$ cat src/apfc_pkg.sv
// apfc_pkg: constants and types shared by the ack packet framer
// no dependencies; used by every module of the framer
`timescale 1ns / 1ps
`default_nettype none

package apfc_pkg;

    // tunnel payload bytes per packet
    localparam int TUNNEL_BYTES = 96;

    // packet constants
    localparam logic [31:0] SYNC_WORD   = 32'h1D01A5A5;
    localparam logic [15:0] SEQ_FLAGS   = 16'hC000;
    localparam logic [4:0]  ID_TOP      = 5'b00011;
    localparam logic [15:0] BODY_LEN_M1 = 16'(TUNNEL_BYTES + 25);
    localparam logic [31:0] CRC_POLY    = 32'hEDB88320;
    localparam logic [31:0] CRC_INIT    = 32'hFFFFFFFF;
    localparam logic [10:0] APID_RESET  = 11'd101;

    // configuration register indexes
    localparam logic CFG_MAGIC = 1'b0;
    localparam logic CFG_APID  = 1'b1;

    // stream widths
    localparam int IN_DATA_W = 144;
    localparam int CFG_W     = 11;

    // byte positions within the emission of one item
    localparam int HDR_BYTES   = 14;
    localparam int BODY_BYTES  = 20;
    localparam int SEQ_LEN     = 41;
    localparam int POS_W       = 6;
    localparam logic [POS_W-1:0] POS_PAYLOAD = POS_W'(HDR_BYTES + BODY_BYTES);
    localparam logic [POS_W-1:0] POS_CRC     = POS_W'(HDR_BYTES + BODY_BYTES + 3);
    localparam logic [POS_W-1:0] POS_END     = POS_W'(SEQ_LEN - 1);

    // payload counter width
    localparam int IDX_W = (TUNNEL_BYTES > 1) ? $clog2(TUNNEL_BYTES) : 1;
    localparam logic [IDX_W-1:0] IDX_LAST = IDX_W'(TUNNEL_BYTES - 1);

    // one accepted input transfer
    typedef struct packed {
        logic [31:0] duration_value;
        logic [31:0] frequency_value;
        logic [15:0] elevation_value;
        logic [15:0] azimuth_value;
        logic [7:0]  ack_status;
        logic [31:0] target_id;
        logic [7:0]  payload_byte;
    } item_t;

endpackage

`default_nettype wire

$ cat src/apfc_crc_byte.sv
// apfc_crc_byte: one-byte update of the reflected crc-32 register
// depends on apfc_pkg for the polynomial
`timescale 1ns / 1ps
`default_nettype none

module apfc_crc_byte
(
    input  wire logic [31:0] crc_in,
    input  wire logic [7:0]  data,
    output logic [31:0]      crc_out
);

    // eight bit steps of the lsb-first shift register
    always_comb
    begin
        logic [31:0] c;
        c = crc_in ^ {24'h0, data};
        for (int k = 0; k < 8; k++)
        begin
            c = c[0] ? ((c >> 1) ^ apfc_pkg::CRC_POLY) : (c >> 1);
        end
        crc_out = c;
    end

endmodule

`default_nettype wire

$ cat src/ack_packet_framer_crc32_top.sv
// ack_packet_framer_crc32_top: serializes ack packets with header, body and crc-32
// depends on apfc_pkg and apfc_crc_byte
// first output byte passes the item holding register and the output byte register
// throughput: one output byte per cycle while an item is held and m_tready high;
// a middle payload item emits one byte, a packet's first item 35 and its last 7,
// all through the single output byte register; 136 bytes per 96 inputs
// reset: rst_n clears counters, valid flags; crc to ones; config magic 0, apid 101
`timescale 1ns / 1ps
`default_nettype none

module ack_packet_framer_crc32_top
(
    input  wire logic                          clk,
    input  wire logic                          rst_n,
    // input stream
    input  wire logic                          s_tvalid,
    output logic                               s_tready,
    // payload_byte, target_id, ack_status, azimuth_value, elevation_value,
    // frequency_value, duration_value
    input  wire logic [apfc_pkg::IN_DATA_W-1:0] s_tdata,
    // output stream
    output logic                               m_tvalid,
    input  wire logic                          m_tready,
    output logic [7:0]                         m_tdata,   // out_byte
    output logic                               m_tlast,   // packet_end
    // configuration writes
    input  wire logic                          cfg_we,
    input  wire logic                          cfg_index,
    input  wire logic [apfc_pkg::CFG_W-1:0]    cfg_wdata
);

    logic [7:0]                  magic_reg;
    logic [10:0]                 apid_reg;
    apfc_pkg::item_t             item_reg;
    logic                        item_valid_reg;
    logic                        item_last_reg;
    logic [apfc_pkg::POS_W-1:0]  pos_reg;
    logic [apfc_pkg::POS_W-1:0]  pos_next;
    logic [apfc_pkg::IDX_W-1:0]  idx_reg;
    logic [31:0]                 crc_reg;
    logic [31:0]                 crc_base;
    logic [31:0]                 crc_next;
    logic [7:0]                  out_data_reg;
    logic                        out_last_reg;
    logic                        out_valid_reg;
    logic                        in_fire;
    logic                        emit_fire;
    logic                        emit_final;
    logic                        acc_first;
    logic                        acc_last;
    logic [7:0]                  seq_byte [0:apfc_pkg::SEQ_LEN-1];
    logic [111:0]                hdr;
    logic [159:0]                body;
    logic [31:0]                 crc_out;

    // handshakes
    assign emit_fire  = item_valid_reg && (!out_valid_reg || m_tready);
    assign emit_final = (pos_reg == apfc_pkg::POS_END) ||
                        ((pos_reg == apfc_pkg::POS_PAYLOAD) && !item_last_reg);
    assign s_tready   = !item_valid_reg || (emit_fire && emit_final);
    assign in_fire    = s_tvalid && s_tready;

    assign acc_first = (idx_reg == '0);
    assign acc_last  = (idx_reg == apfc_pkg::IDX_LAST);

    // configuration registers
    always_ff @(posedge clk or negedge rst_n)
    begin
        if (!rst_n)
        begin
            magic_reg <= '0;
            apid_reg  <= apfc_pkg::APID_RESET;
        end
        else if (cfg_we)
        begin
            case (cfg_index)
                apfc_pkg::CFG_MAGIC: magic_reg <= cfg_wdata[7:0];
                apfc_pkg::CFG_APID:  apid_reg  <= cfg_wdata[10:0];
                default:             magic_reg <= magic_reg;
            endcase
        end
    end

    // packet byte sequence for the held item
    assign hdr  = {apfc_pkg::SYNC_WORD, apfc_pkg::ID_TOP, apid_reg,
                   apfc_pkg::SEQ_FLAGS, apfc_pkg::BODY_LEN_M1, 32'h0};
    assign body = {item_reg.duration_value, item_reg.frequency_value,
                   item_reg.elevation_value, item_reg.azimuth_value, 8'h0,
                   item_reg.ack_status, item_reg.target_id, 8'h0, magic_reg};
    assign crc_out = ~crc_reg;

    always_comb
    begin
        for (int k = 0; k < apfc_pkg::HDR_BYTES; k++)
        begin
            seq_byte[k] = hdr[8*(apfc_pkg::HDR_BYTES-1-k) +: 8];
        end
        for (int k = 0; k < apfc_pkg::BODY_BYTES; k++)
        begin
            seq_byte[apfc_pkg::HDR_BYTES+k] = body[8*k +: 8];
        end
        seq_byte[apfc_pkg::POS_PAYLOAD]      = item_reg.payload_byte;
        seq_byte[apfc_pkg::POS_PAYLOAD + 1]  = 8'h0;
        seq_byte[apfc_pkg::POS_PAYLOAD + 2]  = 8'h0;
        for (int k = 0; k < 4; k++)
        begin
            seq_byte[apfc_pkg::POS_CRC + k] = crc_out[8*k +: 8];
        end
    end

    // running crc over covered bytes
    assign crc_base = (pos_reg == '0) ? apfc_pkg::CRC_INIT : crc_reg;

    apfc_crc_byte u_crc
    (
        .crc_in  (crc_base),
        .data    (seq_byte[pos_reg]),
        .crc_out (crc_next)
    );

    // next emission position, held at the final byte of an item
    always_comb
    begin
        pos_next = pos_reg;
        if (in_fire)
        begin
            pos_next = acc_first ? '0 : apfc_pkg::POS_PAYLOAD;
        end
        else if (emit_fire && !emit_final)
        begin
            pos_next = pos_reg + 1'b1;
        end
    end

    // item holding register and sequencing control
    always_ff @(posedge clk or negedge rst_n)
    begin
        if (!rst_n)
        begin
            item_valid_reg <= 1'b0;
            pos_reg        <= '0;
            idx_reg        <= '0;
            crc_reg        <= apfc_pkg::CRC_INIT;
            item_last_reg  <= 1'b0;
        end
        else
        begin
            pos_reg <= pos_next;
            if (in_fire)
            begin
                item_valid_reg <= 1'b1;
                item_last_reg  <= acc_last;
                idx_reg        <= acc_last ? '0 : idx_reg + 1'b1;
            end
            else if (emit_fire && emit_final)
            begin
                item_valid_reg <= 1'b0;
            end
            if (emit_fire && (pos_reg < apfc_pkg::POS_CRC))
            begin
                crc_reg <= crc_next;
            end
        end
    end

    // payload of the held item
    always_ff @(posedge clk)
    begin
        if (in_fire)
        begin
            item_reg <= apfc_pkg::item_t'(s_tdata);
        end
    end

    // output register
    always_ff @(posedge clk or negedge rst_n)
    begin
        if (!rst_n)
        begin
            out_valid_reg <= 1'b0;
        end
        else if (emit_fire)
        begin
            out_valid_reg <= 1'b1;
        end
        else if (m_tready)
        begin
            out_valid_reg <= 1'b0;
        end
    end

    always_ff @(posedge clk)
    begin
        if (emit_fire)
        begin
            out_data_reg <= seq_byte[pos_reg];
            out_last_reg <= (pos_reg == apfc_pkg::POS_END);
        end
    end

    assign m_tvalid = out_valid_reg;
    assign m_tdata  = out_data_reg;
    assign m_tlast  = out_last_reg;

endmodule

`default_nettype wire

$ cat config.mk
export PLATFORM = sky130hd
export DESIGN_NAME = ack_packet_framer_crc32_top
export DESIGN_NICKNAME = d
export VERILOG_FILES = /design/src/apfc_pkg.sv /design/src/apfc_crc_byte.sv /design/src/ack_packet_framer_crc32_top.sv
export SDC_FILE = /design/constraint.sdc
export NUM_CORES = 1
export LEC_CHECK = 0
export BUFFER_PORTS_ARGS = -buffer_cell sky130_fd_sc_hd__buf_2
export CORE_MARGIN = 2
export CORE_UTILIZATION = 59
export CTS_BUF_LIST = sky130_fd_sc_hd__clkbuf_8
export DETAILED_ROUTE_END_ITERATION = 7
export PLACE_DENSITY = 0.79
export SLEW_MARGIN = 40
export SYNTH_ARGS = -nofsm -noshare
export SYNTH_HDL_FRONTEND = slang
export SYNTH_SLANG_ARGS = --single-unit
$ cat constraint.sdc
create_clock -name clk -period 8.79 [get_ports clk]
set_input_delay 1.758 -clock clk [delete_from_list [all_inputs] [get_ports clk]]
set_output_delay 1.758 -clock clk [all_outputs]
set_load 0.02 [all_outputs]
==> metrics.txt, run 1 <==
area taken by multi-input logic gates roughly 3700 um2; average cell area after synthesis 13.5 um2; Die Y approximately 140 um; std cell rows 48; CP delay by family, top buffers and inverters; Worst Hold Class flip-flop to flip-flop; drt total wl 23.2 mm; Post-Syn Area 10400 um2; Tcrit/Tclk final ~52%; Peak Freq ~0.22 GHz; leading area contributor after synthesis edfxtp_1; initial antenna violation count 0; met3 Use GR 6.00%; syn_nets 933; first-pass GRT wire length 36.1 mm; Synth cell types 80; clock sinks 220; vias in the first global route 6884; most frequent CP cell nand2_1; number of routed nets with antenna violations 0; GP Congestion around 0.92; pwr dens 472 nW/um2; htree depth 2; placeable core area 17200 um2; Yosys warnings 0; top_reg_cell synth edfxtp_1; slew margin rel. 39.0%; WL/cell 19.5 um; critical path data arrival time around 2800 ps; Final Max Tran Viols 0; synth cell count leaders edfxtp_1 (153), nand2_1 (60), nor2_1 (49), mux2i_1 (46), o21ai_0 (46); Fin Setup TNS 0 ps; total CTS buffers 37; filler cell count in the final layout 1218; pin count of the biggest net entering global routing 83; Clk Latency, worst-skew pair 530 ps; GRT busiest layer met2; CTS clk-pin slew, worst paths 60 ps; min Tclk post-route 4540 ps; max reg flops 136; slowest stage delay, CP around 380 ps; Finished Layout Cells 1191; Die Footprint between 15000 and 20000 um2; Final HPWL DP ~16 mm; nets 1104; layout cells sized above 1 34.2%; Slew @ Worst Pin 913 ps; Fin Clk Skew 19.0 ps; CP required 7030 ps; Post-synth EDFFs 153; Area contributors post-synth edfxtp_1 (44%), dfstp_2 (9.1%), dfrtp_1 (7.5%); post-CTS setup buffer count 0; Starting Density around 60%; DRC Markers 0; # hold bufs at CTS 0; maxcap violations 0; crit start category flip-flop; share of the synthesized area in the top cell type approximately 44%; Cell Chain, Critical Path buf_4 > inv_2 > ha_1 > a22oi_1 > nor4_1 > nand2_1 > nand2_1 > buf_2; end-of-flow core utilization 69.6%; CP max FO 45; CP bufs+invs 3; overall global routing resource usage 25.8%; global-route track usage on met1 approximately a third; Post-Synthesis Cells 766; sequential area share after synthesis 60.9%; Hold Vio Cnt, Final 0; final setup fails 0; ANT cells 0; vias per std cell 5.77; CTS tree built; Static Leakage ~4.7 nW; Syn-to-layout area delta 15.8%; Root Driver clkbuf_8; Die W 137 um; most common cell in the synthesized netlist edfxtp_1; RSZ-0062 raised after global routing no; maximum clock path buffer count 3; # IOs 172; Worst Setup End Kind output pin; Seq cells post-synth 220; initial drt markers 631; critical path class flip-flop to output pin; Sequential cell area 6320 um2; port bufs 171; drt pass-1 iters 8; aggregate global routing overflow 0; post-placement cell count 1123; global-route met2 utilization 41.4%; via count 6873; post-cts sizing count 0; Async SR Flop Fraction a little under a third; status finished, final reports clean; critical path's slowest cell dfrtp_2; peak supply drop around 0.37 mV
==> metrics by stage <==
step / total power, mW / cell area (um2) / hold slack (ps) / setup WS, ps
after floorplan: 4.27 / 10400 / 447 / 1700
after global placement: 4.76 / 11300 / 459 / 4550
after detailed placement: 4.81 / 11300 / 468 / 4450
after CTS: 5.67 / 12000 / 477 / 4240
after global routing: 6.02 / 12000 / 497 / 4060
final: 5.67 / 12000 / 474 / 4250
==> path summary, 6_finish.rpt <==
| path | from | end | slack (ps) | depth (start not counted) |
|---|---|---|---|---|
| max | pos_reg[0] | s_tready | 4250 | 8 |
| max reg2reg | pos_reg[1] | crc_reg[29] | 4670 | 11 |
| min | crc_reg[2] | crc_reg[2] | 470 | 2 |
| min in group asynchronous | rst_n | idx_reg[2] | 1320 | 2 |
| max in group asynchronous | rst_n | pos_reg[1] | 6990 | 2 |
| min reg2reg | crc_reg[2] | crc_reg[2] | 470 | 2 |
==> tightest hold or removal path: cells and delay by family (launching register included) <==
kind | cells | cell delay (ps)
compound gates | 1 | 60
flops | 1 | 360
simple gates | 1 | 40
==> logic make-up after synthesis <==
| logic type | Yosys count | share of synthesized area (%) |
|---|---|---|
| and+or+nand+nor | 172 | 7.59 |
| DFF | 220 | 60.9 |
| adders and majority gates | 6 | 0.724 |
| buffers and inverters | 60 | 3.20 |
| AOI/OAI and AO/OA | 151 | 9.89 |
| xor gates and xnor gates | 72 | 7.79 |
| muxes | 85 | 9.87 |
==> area by class of cell <==
| cell class | instances | area share [%] |
|---|---|---|
| clock buffer | 43 | 4.93 |
| clock inverter | 25 | 0.928 |
| inverter | 14 | 0.480 |
| multi-input combinational | 486 | 31.0 |
| sequential | 220 | 52.7 |
| tap | 225 | 2.35 |
| timing repair buffer | 178 | 7.66 |
==> per-layer routing <==
layer  vias up  share of wire (%)
met4         0                2.5
met5         -                  0
met1      3321                 41
met3        52                8.6
li1       3170                  -
met2       330                 48
==> cell usage in the layout (no fill, tap or decap), drive strengths merged, types with 31 or more instances in the layout <==
| cell type | Yosys | layout |
|---|---|---|
| buf | 26 | 178 |
| edfxtp | 153 | 153 |
| o21ai | 65 | 65 |
| nand2 | 60 | 60 |
| nor2 | 50 | 50 |
| mux2i | 47 | 47 |
| xnor2 | 44 | 44 |
| clkbuf | 20 | 43 |
| dfstp | 36 | 36 |
| inv | 14 | 32 |
| dfrtp | 31 | 31 |
==> power breakdown <==
group	switching (mW)	internal [mW]
combinational	1.78	1.36
clock	0.397	0.449
sequential	0.193	1.49
total	2.37	3.30
(Power assumes the default switching activity.)
==> run 2: changes to the inputs <==
Clock period 8.79 ns to 4.2 ns, I/O delays scaled along.
==> run 2 against run 1 <==
Flip-flop and latch count stayed put. First-iteration DRC count fell by 4.3%. Critical path type is now flip-flop to flip-flop. Non-clock buffer count increased by 9.
==> metrics.txt, run 2 (same netlist as run 1, synthesis figures left out) <==
GP Congestion 0.977; Combinational Power Share 55.1%; # hold bufs at CTS 0; Static Leakage 4.77 nW; filler cell count in the final layout approximately 1200; DRC Markers 0; RSZ-0062 raised after global routing no; pwr dens 990 nW/um2; NetSw 5.03 mW; peak supply drop ~0.87 mV; htree depth 2; crit start category flip-flop; slew margin rel. 47.8%; placed cell area ~11000 um2; critical path class flip-flop to flip-flop; Root Driver clkbuf_8; # IOs 172; internal power 6.93 mW; clock sinks 220; Syn-to-layout area delta 16.6%; overall global routing resource usage 27.0%; hold_ws 286 ps; commonest non-fill, non-tap cell in the layout buf_2; Hold Vio Cnt, Final 0; layout cells sized above 1 34.7%; pin count of the biggest net entering global routing 65; CTS clk-pin slew, worst paths 70 ps; area taken by multi-input logic gates 3720 um2; vias in the first global route 7021; Final Max Tran Viols 0; initial antenna violation count 0; Die Y ~140 um; drt total wl 24.1 mm; Clk Latency, worst-skew pair 540 ps; Sequential cell area 6320 um2; Final HPWL DP about 17 mm; global-route met2 utilization 43.6%; first-pass GRT wire length 38.0 mm; Die W 137 um; most frequent cells in the layout buf_2 (170), edfxtp_1 (153), nand2_1 (60), nor2_1 (49); nets 1113; Starting Density 60.1%; final setup fails 0; CP required 4640 ps; Fin Clk Skew approximately 18 ps; Worst Setup End Kind flip-flop; Worst Hold Class primary input to asynchronous set/reset pin; std cell rows 48; status finished, final reports clean; vias per std cell 5.76; WL/cell 20.1 um; sequential share of power 30.2%; post-cts sizing count 0; GRT busiest layer met2; ANT cells 0; Tcrit/Tclk final 85.9%; drt pass-1 iters 5; Clock Power Share 14.7%; number of routed nets with antenna violations 0; aggregate global routing overflow 0; min Tclk post-route 3610 ps; post-CTS setup buffer count 0; Peak Freq 0.277 GHz; global-route track usage on met1 36.5%; critical path data arrival time 4050 ps; Die Footprint 18600 um2; placeable core area approximately 17000 um2; Slew @ Worst Pin 781 ps; max reg flops about 140; port bufs 171; initial drt markers 604; CP max FO 27; met3 Use GR 6.00%; total CTS buffers 37; Fin Setup TNS 0 ps; maxcap violations 0; maximum clock path buffer count 3; Design Area, Final 12100 um2; sw frac 42.1%; via count 6908; CTS tree built
==> run 2: cell types whose count changed in the layout (fill, tap and decap cells not counted), sizes merged <==
cell	previous run	this run
buf	178	187
clkbuf	43	41
clkinv	7	15
inv	32	26
==> run 2: per-layer routing <==
metal	wire length, um	part of all wire (%)
met4	511	2.1
met2	11800	49
met1	9790	41
met5	0	0
met3	1940	8.1
==> run 2: layout make-up <==
| cell class | count | area share [%] |
|---|---|---|
| Clock buffer | 41 | 4.67 |
| Inverter | 14 | 0.476 |
| Tap cell | 225 | 2.33 |
| Timing Repair Buffer | 187 | 8.51 |
| Multi-Input combinational cell | 486 | 30.7 |
| Clock inverter | 27 | 0.993 |
| Sequential cell | 220 | 52.3 |
==> run 2: path summary, 6_finish.rpt <==
kind,start,end,slack (ps),cells after the start
min,rst_n,idx_reg[4],290,1
min reg2reg,crc_reg[23],crc_reg[23],490,2
max reg2reg,pos_reg[0],crc_reg[7],590,10
min in group clk,s_tdata[90],body[106],470,1
max,pos_reg[0],crc_reg[7],590,10
max in group asynchronous,rst_n,crc_reg[22],3110,2
==> run 2: power by group through the flow <==
stage / Clock, mW / Sequential, mW / Combinational [mW]
floorplan: 0 / 3.40 / 5.49
global placement: 0 / 3.61 / 6.51
detailed placement: 0 / 3.63 / 6.59
CTS: 1.80 / 3.60 / 6.60
global route: 1.91 / 3.66 / 7.22
finish: 1.76 / 3.61 / 6.59
==> run 2: critical path, cell delays in order (launching register included) <==
cell	delay [ps]
dfrtp_2	750
nor2b_1	670
a22oi_1	220
a21oi_1	270
a2111oi_1	110
a41oi_2	400
xnor2_4	160
xnor2_2	370
xor2_1	280
xor2_1	180
o21ai_1	70
==> run 2: per-stage QoR <==
step                      total power [mW]  cells  util (%)  setup slack [ps]
after floorplan                       8.89    766         -               650
after global placement                10.1   1132      66.2               659
after detailed placement              10.2   1132      66.2               565
after CTS                             12.0   1200      70.1               541
after global routing                  12.8   1200      70.1               373
final                                 12.0   1200      70.1               591
==> run 3: changes to the inputs <==
Settings changed: PLACE_DENSITY 0.79 to not set, PLACE_DENSITY_LB_ADDON set to 0.08.
==> run 3 against run 2 <==
Hold slack worse by 19 ps. Final cell count hardly changed. Clock skew is 2.6 ps higher. Largest power group unchanged. Cell area is 0.40% higher. Fmax is 1.1% lower. Power is 1.0% higher. Die area stayed put. First-iteration DRC count is 1.7% higher.
==> metrics.txt, run 3 (same netlist as run 1, synthesis figures left out) <==
CTS clk-pin slew, worst paths around 60 ps; CTS tree built; first-pass GRT wire length 37.6 mm; maximum clock path buffer count 3; Syn-to-layout area delta 17.1%; critical path class flip-flop to flip-flop; aggregate global routing overflow 0; most frequent cells in the layout buf_2 (170), edfxtp_1 (153), nand2_1 (60), nor2_1 (49); Tcrit/Tclk final between 80 and 90%; Clock Power Share approximately 16%; pin count of the biggest net entering global routing 65; Root Driver clkbuf_8; CP delay by family, top XOR/XNOR gates; sequential share of power between 20% and 30%; clock sinks 220; slew margin rel. 49.3%; sw frac 41.3%; Starting Density 60.1%; initial antenna violation count 0; Final Max Tran Viols 0; critical path data arrival time about 4000 ps; status finished, final reports clean; vias per std cell 5.74; drt total wl approximately 24 mm; vias in the first global route 7079; Clk Latency, worst-skew pair 520 ps; crit path from pos_reg[0]; Finished Layout Cells 1201; overall global routing resource usage between 20% and 30%; Die W about 140 um; CP max FO 27; Cell Chain, Critical Path nand2b_1 > nor3_1 > a221oi_1 > a2111oi_1 > a41oi_2 > xnor2_4 > xnor2_2 > xor2_1 > xor2_1 > o21ai_1; end-of-flow core utilization around 70%; Final HPWL DP between 15 and 20 mm; via count 6898; std cell rows 48; most frequent CP cell xor2_1; WL/cell around 20 um; Peak Freq 0.274 GHz; number of routed nets with antenna violations 0; Static Leakage around 4.8 nW; GP Congestion 0.928; Fin Clk Skew 20.3 ps; nets 1114; CP required between 4000 and 5000 ps; hold_ws 267 ps; WP depth 10; DRC Markers 0; htree depth 2; placeable core area 17200 um2; Combinational Power Share 54.8%; drt pass-1 iters 5; # hold bufs at CTS 0; commonest non-fill, non-tap cell in the layout buf_2; total CTS buffers 38; CP bufs+invs 0; maxcap violations 0; Slew @ Worst Pin 761 ps; post-cts sizing count 0; post-placement cell count 1132; Reg2Reg Depth 10; Die Y 137 um; pwr dens ~1000 nW/um2; final setup fails 0; critical path's slowest cell a2111oi_1; Worst Setup End Kind flip-flop; internal power 7.10 mW; post-CTS setup buffer count 0; max reg flops 136; initial drt markers about 610; Die Footprint ~19000 um2; Fin Setup TNS 0 ps; Worst Hold Class primary input to asynchronous set/reset pin; slowest stage delay, CP 670 ps; port bufs 171; # IOs 172; min Tclk post-route 3650 ps; NetSw 4.99 mW; crit start category flip-flop; ANT cells 0; Hold Vio Cnt, Final 0; RR Startpoint pos_reg[0]; RSZ-0062 raised after global routing no; layout cells sized above 1 34.8%; peak supply drop 0.728 mV
## run 3: final timing paths
check	slack [ps]	end
max	550	crc_reg[7]
min	270	idx_reg[0]
max reg2reg	550	crc_reg[7]
min reg2reg	480	crc_reg[24]
max in group asynchronous	3110	crc_reg[3]
min in group clk	480	crc_reg[24]
## run 3: worst register-to-register path: stages (launching register included)
cell and delay (ps):
dfrtp_2 600, nand2b_1 440, nor3_1 340, a221oi_1 140, a2111oi_1 670, a41oi_2 190, xnor2_4 280, xnor2_2 370
xor2_1 280, xor2_1 170, o21ai_1 80
## run 3: through the flow
stage	area, um2	worst slack, ps	total power, mW
6_report	12100	551	12.1
5_1_grt	12100	245	12.8
4_1_cts	12100	588	12.1
3_5_place_dp	11400	576	10.2
3_3_place_gp	11400	672	10.0
2_1_floorplan	10400	650	8.89
## run 3: cell type report
type                            instances  area (um2)
Inverter                               14        57.6
Timing Repair Buffer                  187        1000
Clock inverter                         28         194
Clock buffer                           41         564
Tap cell                              225         282
Sequential cell                       220        6320
Multi-Input combinational cell        486        3720
Fill cell                            1234        5100
## run 3: per-layer routing
| layer | up-vias | global-route usage [%] | wire length (um) |
|---|---|---|---|
| li1 | 3184 | - | - |
| met1 | 3348 | 37.5 | 10200 |
| met2 | 314 | 42.3 | 11800 |
| met3 | 52 | 5.19 | 1750 |
| met4 | 0 | 8.16 | 482 |
| met5 | - | 0 | 0 |
## run 3: power by group through the flow
| stage | Sequential (mW) | Clock [mW] | Combinational [mW] |
|---|---|---|---|
| 2_1_floorplan | 3.40 | 0 | 5.49 |
| 3_5_place_dp | 3.57 | 0 | 6.61 |
| 5_1_grt | 3.60 | 2.06 | 7.18 |
| 4_1_cts | 3.54 | 1.96 | 6.63 |
| 3_3_place_gp | 3.56 | 0 | 6.46 |
| 6_report | 3.54 | 1.92 | 6.62 |
